==> src/rtl/iira_pkg.sv <==
// shared types and constants for the indexed insert/remove array
// request and status codes, field widths, cell control group; no dependencies
package iira_pkg;

	localparam int DEF_CAPACITY = 64;
	localparam int DATA_W       = 32;
	localparam int POS_W        = 7;
	localparam int CNT_OUT_W    = 7;

	typedef enum logic [1:0] {
		REQ_INSERT = 2'd0,
		REQ_REMOVE = 2'd1,
		REQ_READ   = 2'd2,
		REQ_WRITE  = 2'd3
	} req_t;

	typedef enum logic [1:0] {
		ST_OK    = 2'd0,
		ST_RANGE = 2'd1,
		ST_FULL  = 2'd2
	} status_t;

	// control broadcast to every cell of the row
	typedef struct packed {
		logic shift_up;
		logic shift_down;
		logic load;
	} cell_ctl_t;

endpackage

==> src/rtl/iira_cell.sv <==
// one storage cell of the entry row
// depends on iira_pkg; compares the broadcast position with its own index
module iira_cell import iira_pkg::*; #(
	parameter int CMP_W = 7,
	parameter int INDEX = 0
) (
	input  logic              clk,
	input  cell_ctl_t         ctl,
	input  logic [CMP_W-1:0]  pos,
	input  logic [DATA_W-1:0] value,
	input  logic [DATA_W-1:0] left_data,
	input  logic [DATA_W-1:0] right_data,
	output logic [DATA_W-1:0] data,
	output logic [DATA_W-1:0] rd_data
);

	localparam logic [CMP_W-1:0] MY_IDX = CMP_W'(INDEX);

	logic [DATA_W-1:0] data_q;
	logic [DATA_W-1:0] data_d;
	logic              hit;
	logic              above;

	assign hit   = (pos == MY_IDX);
	assign above = (pos < MY_IDX);

	always_comb begin
		data_d = data_q;
		if (ctl.shift_up && above) begin
			data_d = left_data;
		end else if (ctl.shift_down && (above || hit)) begin
			data_d = right_data;
		end else if (ctl.load && hit) begin
			data_d = value;
		end
	end

	// entry payload, undefined until written
	always_ff @(posedge clk) begin
		data_q <= data_d;
	end

	assign data    = data_q;
	assign rd_data = hit ? data_q : '0;

endmodule

==> config.mk <==
export PLATFORM = sky130hd
export DESIGN_NAME = iira_cell
export DESIGN_NICKNAME = d
export VERILOG_FILES = /design/src/rtl/iira_pkg.sv /design/src/rtl/iira_cell.sv
export SDC_FILE = /design/constraint.sdc
export NUM_CORES = 1
export LEC_CHECK = 0
export BUFFER_PORTS_ARGS = -buffer_cell sky130_fd_sc_hd__buf_2
export CORE_MARGIN = 2
export CORE_UTILIZATION = 39
export DETAILED_ROUTE_END_ITERATION = 8
export PLACE_DENSITY = 0.86
export SETUP_SLACK_MARGIN = 0.4
export SLEW_MARGIN = 40
export SYNTH_ARGS = -nofsm -noshare
export SYNTH_HDL_FRONTEND = slang
export SYNTH_SLANG_ARGS = --single-unit
==> constraint.sdc <==
create_clock -name clk -period 4.81 [get_ports clk]
set_clock_uncertainty 0.1 [all_clocks]
set_input_delay 0.2405 -clock clk [delete_from_list [all_inputs] [get_ports clk]]
set_output_delay 0.2405 -clock clk [all_outputs]
set_load 0.1 [all_outputs]
==> qor.txt <==
CP arrival -> 1.93 ns
Most used cell, CP -> buf_2
Internal -> 0.445 mW
Hold slack final -> 0.161 ns
Number of synthesized flops with an enable pin -> 32
Routed length on met2 -> 2040 um
Post-DP Area -> 2450 um2
Final worst slack -> 2.54 ns
DRC -> 0
Worst-path clk slew -> 0.06 ns
Compound-Gate Fraction of Synth Area -> 0.427%
CTS tree -> built
Distinct cells, synth -> 11
Vias -> 1369
Synth area leader -> edfxtp_1
Syn nets -> 215
Maximum clock path buffer count -> 2
Least-Margin Pin Slew -> 0.588 ns
Post-CTS Setup Inserts -> 0
Die area -> 5060 um2
Hold WC Path Type -> primary input to register
Power Dens Cells -> 224 nW/um2
Initial antenna violation count -> 0
Largest cells by area after synthesis -> edfxtp_1 55%, mux2_4 26%, and2_1 11%, buf_12 3.4%, mux2_2 1.3%
Final worst-path cycle share -> 47.1%
Initial core utilization -> 40.4%
Max_cap viols -> 0
Mapped Avg Cell Area -> 16.3 um2
P_sw -> 0.120 mW
Fmax -> 441 MHz
Multiplexer area fraction after synthesis -> 26.9%
Cells on Worst Hold Path -> 2
TritonCTS Buffers -> 5
GPL Wtd Cong -> 0.753
Register area share after synthesis -> 54.6%
Top Metal Used -> met4
Hold_sp -> value[21]
Synthesis Warnings -> 0
DR pass1 iterations -> 4
Overall global routing resource usage -> 16.0%
Clock power frac -> 32.5%
Vias in the first global route -> 1325
Peak VDD IR -> 0.114 mV
Die Y -> 71.2 um
Buffers & Inverters on Critical Path -> 3
Post-synth top area share -> 54.6%
Root Driver -> clkbuf_8
Worst relative slew slack -> 60.8%
Worst path max stage delay -> 0.53 ns
Post-CTS sizing -> 0
Core Region -> 4350 um2
Final setup viols -> 0
Mapped Cells -> 108
Via density -> 4.58
Post-route design area -> 2520 um2
Seq pwr share -> 54.7%
Family with the most delay on the worst path -> simple AND/OR/NAND/NOR gates
Routed WL -> 4070 um
Synth top cells by count -> 32 x and2_1, 32 x edfxtp_1, 30 x mux2_4
Post-placement setup slack -> 2.38 ns
Setup TNS -> 0 ns
DRT iter0 DRCs -> 50
Dpl cells -> 292
WL per Instance -> 13.6 um
Final Power -> 0.565 mW
Total grt overflow -> 0
Max FFs per register -> 32
Final Non-Filler Cells -> 299
CP cell instances -> buf_2, or4_4, nor4_2, buf_4, and2_1, buf_2
Final hold vios -> 0
Critical path type -> primary input to output port
Comb power frac -> 12.7%
Crit. End Element -> output port
Sw Ratio -> 21.3%
Async SR Flop Fraction -> 0%
Mapped Area -> 1760 um2
Final slew viol count -> 0
Adder-Cell Fraction of Synth Area -> 0%
Port Buf Inserts -> 137
DP Wirelength -> 3140 um
Final net count -> 354
Post-CTS Hold Buffers -> 0
Simple-gate area share of the yosys netlist -> 13.4%
Die Width -> 71.2 um
Pin count of the biggest net entering global routing -> 34
Crit path launch type -> primary input
Met3 routed WL -> 349 um
WHS Endpoint -> data[21]$_DFFE_PP_
CTS Sinks -> 32
Largest family of logic cells by synthesized area -> multiplexers
Diode count -> 0
Flops & latches, synth -> 32
Min cycle time layout -> 2.27 ns
WL met1 -> 1580 um
Leak -> 1.33 nW
Remaining antenna violation count after routing -> 0
IO Count -> 171
Htree depth -> 2
Util after Layout -> 58.0%
Most used DFF post-synth -> edfxtp_1
Status -> finished, final reports clean
P&R area growth vs syn -> 43.5%
Num rows -> 24
CP Max Fanout -> 33
Post-synthesis xor/xnor area fraction -> 0%
WP data required -> 4.47 ns
First-pass GRT wire length -> 6070 um
Share of layout cells above drive strength 1 -> 72.5%
Slowest CP cell -> or4_4
RSZ-0062 raised after global routing -> no
## cell type report
| cell class | count | area (um2) |
|---|---|---|
| Fill cell | 343 | 1830 |
| Multi-Input combinational cell | 69 | 722 |
| Clock buffer | 5 | 68.8 |
| Clock inverter | 2 | 7.51 |
| Sequential cell | 32 | 961 |
| Tap cell | 52 | 65.1 |
| Timing Repair Buffer | 139 | 701 |
## routing by layer
layer	vias to the layer above	track usage [%]
met5	-	0
met4	0	6.92
met3	9	5.56
met2	86	27.6
met1	607	17.9
li1	667	-
## power by group through the flow
stage,combinational (mW),sequential [mW],clock [mW]
global route,0.0770,0.309,0.200
detailed placement,0.0729,0.315,0
finish,0.0720,0.309,0.184
CTS,0.0727,0.309,0.192
global placement,0.0709,0.315,0
floorplan,0.0288,0.325,0
## how the worst max path moves through the flow
stage / startpoint / to / slack, ns / cells past startpoint
5_1_grt: pos[1] / rd_data[6] / 2.46 / 6
6_report: pos[1] / rd_data[6] / 2.54 / 6
2_1_floorplan: pos[1] / data[0]$_DFFE_PP_ / 2.07 / 4
3_3_place_gp: pos[1] / data[17]$_DFFE_PP_ / 2.38 / 4
4_1_cts: pos[1] / rd_data[6] / 2.52 / 6
3_5_place_dp: pos[1] / data[13]$_DFFE_PP_ / 2.38 / 4
## logic make-up (layout without fill, tap and decap cells)
| group | Yosys count | after routing |
|---|---|---|
| compound gates | 1 | 1 |
| buf+inv | 7 | 146 |
| flops | 32 | 32 |
| mux | 32 | 32 |
| simple gates | 36 | 36 |
## cell usage in the layout (no fill, tap or decap), drive strengths merged
cell type,count
nor4,1
nand2b,1
clkinv,2
edfxtp,32
mux2,32
or4,2
and2,32
buf,139
o21a,1
clkbuf,5
Power figures use the tool's default switching activity.
