===== src/rtl/iira_pkg.sv =====
// shared types and constants for the indexed insert/remove array
// request and status codes, field widths, cell control group; no dependencies
package iira_pkg;

	localparam int DEF_CAPACITY = 64;
	localparam int DATA_W       = 32;
	localparam int POS_W        = 7;
	localparam int CNT_OUT_W    = 7;

	typedef enum logic [1:0] {
		REQ_INSERT = 2'd0,
		REQ_REMOVE = 2'd1,
		REQ_READ   = 2'd2,
		REQ_WRITE  = 2'd3
	} req_t;

	typedef enum logic [1:0] {
		ST_OK    = 2'd0,
		ST_RANGE = 2'd1,
		ST_FULL  = 2'd2
	} status_t;

	// control broadcast to every cell of the row
	typedef struct packed {
		logic shift_up;
		logic shift_down;
		logic load;
	} cell_ctl_t;

endpackage


===== src/rtl/iira_ctrl.sv =====
// request decode, range and full checks, entry count register
// depends on iira_pkg; drives the cell control group
module iira_ctrl import iira_pkg::*; #(
	parameter int CAPACITY = DEF_CAPACITY,
	parameter int CMP_W    = 7
) (
	input  logic             clk,
	input  logic             arst_n,
	input  logic             accept,
	input  logic [1:0]       req_type,
	input  logic [POS_W-1:0] position,
	output cell_ctl_t        ctl,
	output logic [CMP_W-1:0] pos_ext,
	output status_t          status,
	output logic [CMP_W-1:0] count_next,
	output logic             rd_en
);

	localparam int CNT_W = $clog2(CAPACITY + 1);
	localparam logic [CMP_W-1:0] CAP_C = CMP_W'(CAPACITY);

	logic [CNT_W-1:0] count_q;
	logic [CMP_W-1:0] count_ext;
	req_t             req;
	logic             ok;

	assign req       = req_t'(req_type);
	assign pos_ext   = CMP_W'(position);
	assign count_ext = CMP_W'(count_q);

	always_comb begin
		status = ST_OK;
		case (req)
			REQ_INSERT: begin
				if (pos_ext > count_ext) begin
					status = ST_RANGE;
				end else if (count_ext >= CAP_C) begin
					status = ST_FULL;
				end
			end
			default: begin
				if (pos_ext >= count_ext) begin
					status = ST_RANGE;
				end
			end
		endcase
		ok = accept && (status == ST_OK);

		ctl.shift_up   = ok && (req == REQ_INSERT);
		ctl.shift_down = ok && (req == REQ_REMOVE);
		ctl.load       = ok && ((req == REQ_INSERT) || (req == REQ_WRITE));
		rd_en          = ok && (req == REQ_READ);

		count_next = count_ext;
		if (ctl.shift_up) begin
			count_next = count_ext + CMP_W'(1);
		end else if (ctl.shift_down) begin
			count_next = count_ext - CMP_W'(1);
		end
	end

	always_ff @(posedge clk or negedge arst_n) begin
		if (!arst_n) begin
			count_q <= '0;
		end else if (accept) begin
			count_q <= count_next[CNT_W-1:0];
		end
	end

endmodule


===== config.mk =====
export PLATFORM = sky130hd
export DESIGN_NAME = iira_ctrl
export DESIGN_NICKNAME = d
export VERILOG_FILES = /design/src/rtl/iira_pkg.sv /design/src/rtl/iira_ctrl.sv
export SDC_FILE = /design/constraint.sdc
export NUM_CORES = 1
export LEC_CHECK = 0
export ABC_AREA = 1
export ABC_CLOCK_PERIOD_IN_PS = 2500
export BUFFER_PORTS_ARGS = -buffer_cell sky130_fd_sc_hd__buf_2
export CORE_MARGIN = 4
export CORE_UTILIZATION = 40
export DETAILED_ROUTE_END_ITERATION = 10
export HOLD_SLACK_MARGIN = 0.08
export PLACE_DENSITY = 0.69
export SETUP_SLACK_MARGIN = 0.5
export SLEW_MARGIN = 20
export SYNTH_ARGS = -nofsm -noshare
export SYNTH_HDL_FRONTEND = slang
export SYNTH_SLANG_ARGS = --single-unit

===== constraint.sdc =====
create_clock -name clk -period 2.5 [get_ports clk]
set_clock_uncertainty 0.2 [all_clocks]
set_input_delay 0.5 -clock clk [delete_from_list [all_inputs] [get_ports clk]]
set_output_delay 0.5 -clock clk [all_outputs]
set_load 0.01 [all_outputs]

==> results of run 1 <==
## logic make-up (layout without fill, tap and decap cells)
logic type               count (synthesis)  in the layout  share of synthesized area
adder cells (fa/ha/maj)                 12             12                      0.176
AND/OR/NAND/NOR                         65             65                      0.351
buffers and inverters                   30             97                      0.168
flip-flops                               7              7                      0.206
XOR/XNOR                                 4              4                     0.0412
AO/OA/AOI/OAI                            8              8                     0.0573
## layer usage
layer  wire length (um)  up-vias
met5                  0        -
li1                   -      533
met1               1110      527
met2               1850       51
met3                177       13
met4                110        0
## power by group
part	internal [W]	total (W)	switching (W)	leakage, nW
Combinational	0.000534	0.00111	0.000581	0.767
Sequential	0.000162	0.000201	0.0000390	0.0849
Clock	0.0000611	0.000105	0.0000441	0.0150
Total	0.000756	0.00142	0.000664	0.867
## layout make-up
| cell class | instances | area [um^2] |
|---|---|---|
| multi-input combinational | 89 | 771 |
| timing repair buffer | 71 | 569 |
| fill | 107 | 314 |
| sequential | 7 | 175 |
| inverter | 22 | 92.6 |
| tap | 27 | 33.8 |
| clock buffer | 4 | 26.3 |
## worst register-to-register path: stages (launching register included)
cell and delay [ps]:
dfrtp_1 360, inv_2 70, ha_4 280, nand2_4 60
nor2_4 150, nand3_4 140, a21oi_4 280, nand3_4 160
nand2_1 130, nand2_2 70, buf_4 140, buf_6 110
buf_6 100, buf_6 110, buf_6 100, buf_6 100
nand2_2 40
## worst min path at each step
| stage | start | endpoint | slack, ps | cells past startpoint |
|---|---|---|---|---|
| detailed placement | arst_n | count_ext[6] | 150 | 1 |
| global placement | arst_n | count_ext[4] | 150 | 1 |
| finish | arst_n | count_ext[5] | 410 | 2 |
| global route | arst_n | count_ext[6] | 410 | 2 |
| floorplan | arst_n | count_ext[0] | 4 | 0 |
| CTS | count_ext[3] | count_ext[3] | 400 | 3 |
## repair_timing
action                                 4_1_cts  5_1_grt
setup endpoints to repair                   20       20
endpoints found under the hold margin        7        0
hold buffers                                 1        0
cloned                                       0        0
pin swaps                                   13       11
buffers inserted                             8        7
gates resized for setup                     31       31
## metrics by stage
step / std cells / setup slack, ps / TNS, ps / total power [W] / hold slack [ps]
final: 220 / -348 / -3550 / 0.00142 / 408
after CTS: 213 / -250 / -2520 / 0.00121 / 402
after global placement: 200 / -191 / -1470 / 0.000935 / 145
after global routing: 220 / -480 / -5060 / 0.00154 / 408
after detailed placement: 200 / -227 / -1780 / 0.000972 / 147
after floorplan: 126 / 138 / 0 / 0.000677 / 4.41
## cells in the final DEF, fill, tap and decap left out
cell type / netlist / routed
a21oi_1: 3 / 1
a21oi_2: 1 / 2
a21oi_4: 0 / 1
buf_2: 1 / 21
buf_4: 7 / 26
buf_6: 0 / 23
clkbuf_1: 0 / 1
clkbuf_4: 0 / 3
clkinv_4: 0 / 2
dfrtp_1: 7 / 7
dlygate4sd3_1: 0 / 1
ha_1: 12 / 7
ha_4: 0 / 5
inv_1: 20 / 11
inv_2: 0 / 9
nand2_1: 38 / 15
nand2_2: 2 / 22
nand2_4: 0 / 3
nand3_1: 10 / 4
nand3_2: 2 / 5
nand3_4: 0 / 3
nand4_1: 6 / 6
nor2_1: 5 / 2
nor2_4: 1 / 5
o21ai_0: 1 / 1
o22ai_1: 2 / 2
o31ai_1: 1 / 1
xnor2_1: 1 / 1
xor2_1: 3 / 2
xor2_2: 0 / 1
==> summary.md, run 1 <==
| Metric | Value |
|---|---|
| Outcome | `finished with violations` |
| Failing checks | `setup timing` |
| Clock period minus worst slack | `2850 ps` |
| Share of the synthesized area in the top cell type | `0.206` |
| Startpoint Class | `register` |
| Max incr delay on CP | `360 ps` |
| Post-route cell area | `1670 um^2` |
| Share of layout cells above drive strength 1 | `0.679` |
| DR DRC count | `0` |
| Top post-synthesis cells by count | `nand2_1 (38), inv_1 (20), ha_1 (12), nand3_1 (10)` |
| DIE AREA | `2930 um^2` |
| Worst EP required | `1800 ps` |
| Vias in the first global route | `1,119` |
| Reg2reg end | `count_ext[0]` |
| F_max | `0.351 GHz` |
| Max Cap Viol | `0` |
| Tot GR Track Use | `0.222` |
| Crit-path most repeated cell | `nand2_2` |
| Average cell area after synthesis | `6.75 um^2` |
| Max-slew violation count | `0` |
| CP Max Fanout | `6` |
| Delay-heaviest family, CP | `simple AND/OR/NAND/NOR gates` |
| Static leakage | `0.867 nW` |
| Slew HR | `0.699` |
| Worst Max-Slew Pin Slew | `448 ps` |
| IO Count | `32` |
| GP Congestion | `0.917` |
| Leading area contributor after synthesis | `dfrtp_1` |
| Critical path buffers and inverters | `3` |
| Starting Density | `0.429` |
| Largest cells by area after synthesis | `dfrtp_1 (21%), ha_1 (18%), nand2_1 (17%)` |
| RSZ-0062 raised after global routing | `yes` |
| Reg2reg setup slack | `-140 ps` |
| Largest net degree at the start of global routing | `8` |
| Worst R2R Path Depth | `16` |
| Wire length per cell | `14.8 um` |
| Nets@finish | `218` |
| Number of synthesized flops with an enable pin | `0` |
| Synth unique cells | `21` |
| Worst-path clk slew | `50 ps` |
| Aggregate global routing overflow | `0` |
| Period utilization | `1.14` |
| CP endpoint | `count_next[3]` |
| Ys Warns | `0` |
| Die Wd | `54.1 um` |
| Worst Hold Class | `input port to async pin` |
| Final Worst Setup Slack | `-348 ps` |
| PD cells | `851 nW/um^2` |
| Syn Nets | `150` |
| Number of diodes | `0` |
| Clock Path Buffers | `2` |
| P&R area growth vs syn | `96.0%` |
| GR Util met2 | `0.434` |
| Worst IR drop on VDD | `0.789 mV` |
| Critical path depth | `12` |
| Seq/Total Area, Yosys | `0.206` |
| DR iter-0 viols | `20` |
| First-pass GRT wire length | `4.71 mm` |
| Gr busiest metal | `met2` |
| GR Layer Usage met3 | `0.0609` |
| Synthesized area | `851 um^2` |
| Placed Area | `1280 um^2` |
| Worst EP arrival | `2150 ps` |
| Vias per inst | `5.11` |
| Final hold violations | `0` |
| #FFs+latches synth | `7` |
| CTS buffer count | `3` |
| Post-Synthesis Cells | `126` |
| Antenna Nets Post-Route | `0` |
| Post-Route Utilization | `0.842` |
| Max FFs per register | `7` |
| Post-DP HPWL | `2.02 mm` |
| CTS HTree Levels | `1` |
| Vias post-DR | `1,124` |
| CTS tree | `yes` |
| Most common cell in the netlist | `nand2_1` |
| Crit path cell chain | `inv_2, ha_4, nand2_4, nor2_4, nand3_4, a21oi_4, nand2_2, clkinv_4, nand2_2, nand2_2, nand2_2, buf_6` |
| GR Util met1 | `0.219` |
| Worst R2R Start | `count_ext[4]` |
| Core Region | `1980 um^2` |
| CTS root buf | `clkbuf_4` |
| Clk_lat worst skew | `250 ps` |
| # rows | `16` |
| Crit path capture type | `output pin` |
| I/O Buffers | `31` |
| Async set-reset flop share out of synthesis | `1.00` |
| Initial antenna violation count | `0` |
| Die extent in y | `54.1 um` |
| DRT Pass-1 Iters | `4` |
| Detailed Route WL | `3.25 mm` |
| Slowest CP cell | `dfrtp_1` |
| Top FF cell, synth | `dfrtp_1` |
| Clock sinks | `7` |
| Worst Setup SP | `count_ext[4]` |
| Setup Viol. Count Final | `13` |
| WS Path Type | `register to output pin` |
Power figures use the tool's default switching activity.
==> inputs of run 2 (changes only) <==
Settings changed: CORE_MARGIN 4 to default, GPL_TIMING_DRIVEN from default to 0.
==> run 2 against run 1 <==
Register-to-register slack improved by 530 ps. Highest routed layer unchanged. First-iteration DRC count rose by 65%. Largest power group unchanged. Clock-buffer cell count did not move. Hold slack got worse by 0.52 ps. Critical endpoint is now count_next[5]. The run still ends with setup timing left.
==> summary.md, run 2 (same netlist as run 1, synthesis figures left out) <==
| Metric | Value |
|---|---|
| Outcome | `finished with violations` |
| Failing checks | `setup timing` |
| Most common cell after layout, fill and taps aside | `buf_2` |
| Reg2reg end | `count_ext[4]` |
| CTS buffer count | `3` |
| Nets@finish | `204` |
| Largest net degree at the start of global routing | `10` |
| Setup Viol. Count Final | `11` |
| Worst Hold Class | `input port to async pin` |
| DR iter-0 viols | `33` |
| Detailed Route WL | `2.42 mm` |
| Worst R2R Path Depth | `13` |
| Die Wd | `48.1 um` |
| Max Cap Viol | `0` |
| Placed cells | `184` |
| Placed Area | `1150 um^2` |
| Worst EP arrival | `2110 ps` |
| P&R area growth vs syn | `73.8%` |
| Startpoint Class | `register` |
| Vias post-DR | `1,002` |
| Aggregate global routing overflow | `0` |
| Number of diodes | `0` |
| Static leakage | `0.775 nW` |
| Clock sinks | `7` |
| Slew HR | `0.764` |
| WS Path Type | `register to output pin` |
| Share of layout cells above drive strength 1 | `0.631` |
| DRT Pass-1 Iters | `4` |
| Crit path capture type | `output pin` |
| Max-slew violation count | `0` |
| Post-DP HPWL | `1.62 mm` |
| Vias per inst | `4.86` |
| Initial antenna violation count | `0` |
| Worst EP required | `1800 ps` |
| Period utilization | `1.12` |
| Fillers | `147` |
| # rows | `16` |
| Post-route cell area | `1480 um^2` |
| Reg2reg setup slack | `390 ps` |
| Most frequent cells in the layout | `buf_2 (23), nand2_2 (22), buf_4 (22)` |
| Worst-path clk slew | `60 ps` |
| PD cells | `853 nW/um^2` |
| CP Max Fanout | `4` |
| Register area | `176 um^2` |
| Starting Density | `0.429` |
| Final hold violations | `0` |
| F_max | `0.356 GHz` |
| Clk_lat worst skew | `260 ps` |
| Worst R2R Start | `count_ext[4]` |
| Vias in the first global route | `891` |
| CTS HTree Levels | `1` |
| Die extent in y | `48.1 um` |
| Final Worst Setup Slack | `-310 ps` |
| Wire length per cell | `11.7 um` |
| Area occupied by multi-input gates | `733 um^2` |
| Worst Setup SP | `count_ext[4]` |
| CTS tree | `yes` |
| Tot GR Track Use | `0.212` |
| IO Count | `32` |
| RSZ-0062 raised after global routing | `yes` |
| DR DRC count | `0` |
| Finished Layout Cells | `206` |
| Dpl ws | `-253 ps` |
| Antenna Nets Post-Route | `0` |
| GP Congestion | `0.849` |
| CTS root buf | `clkbuf_4` |
| DIE AREA | `2320 um^2` |
| Worst Max-Slew Pin Slew | `351 ps` |
| Core Region | `1980 um^2` |
| First-pass GRT wire length | `3.46 mm` |
| Max FFs per register | `7` |
| Worst IR drop on VDD | `0.729 mV` |
| I/O Buffers | `31` |
| Clock period minus worst slack | `2810 ps` |
| Clock Path Buffers | `2` |
[run 2: per-layer routing]
| metal | routed length (um) | track usage |
|---|---|---|
| met1 | 981 | 0.238 |
| met2 | 1340 | 0.395 |
| met3 | 86 | 0.0593 |
| met4 | 6 | 0.0500 |
| met5 | 0 | 0 |
[run 2: through the flow]
step	utilization	hold slack, ps	TNS [ps]	power, W
after CTS	0.698	410	-2270	0.00114
after detailed placement	0.583	151	-1610	0.000841
after global routing	0.746	436	-3880	0.00136
final	0.746	407	-2690	0.00126
after global placement	0.583	141	-1570	0.000821
after floorplan	-	4.41	0	0.000677
[run 2: area by class of cell]
class,instances,area share
Buffer,8,0.0389
Multi-Input combinational cell,89,0.496
Clock buffer,4,0.0178
Inverter,22,0.0643
Sequential cell,7,0.119
Timing Repair Buffer,49,0.241
Tap cell,27,0.0228
[run 2: report_power, final]
group | internal, W | switching (W)
Combinational | 0.000449 | 0.000493
Sequential | 0.000163 | 0.0000465
Clock | 0.0000614 | 0.0000486
[run 2: how the worst max path moves through the flow]
| stage | end | slack [ps] | cells after the start |
|---|---|---|---|
| floorplan | count_next[1] | 140 | 10 |
| global placement | count_next[1] | -230 | 12 |
| detailed placement | count_next[2] | -250 | 12 |
| CTS | count_next[6] | -240 | 12 |
| global route | count_next[4] | -400 | 13 |
| finish | count_next[5] | -310 | 11 |
[run 2: critical path, stage by stage, from the launching register on]
cell     delay [ps]
dfrtp_1         400
inv_2           100
ha_4            210
nand2_2          60
nand2_2          60
a21oi_2         160
nand2_2         110
a21oi_4         240
buf_6           130
nand3_2         100
xor2_2          160
buf_2           140
[run 2: repair_timing]
action                     4_1_cts  5_1_grt
pin swaps                       19       18
setup buffers                   14        3
hold buffers                     1        0
hold endpoints to repair         7        0
resized for setup               26       17
setup endpoints to repair       20       20
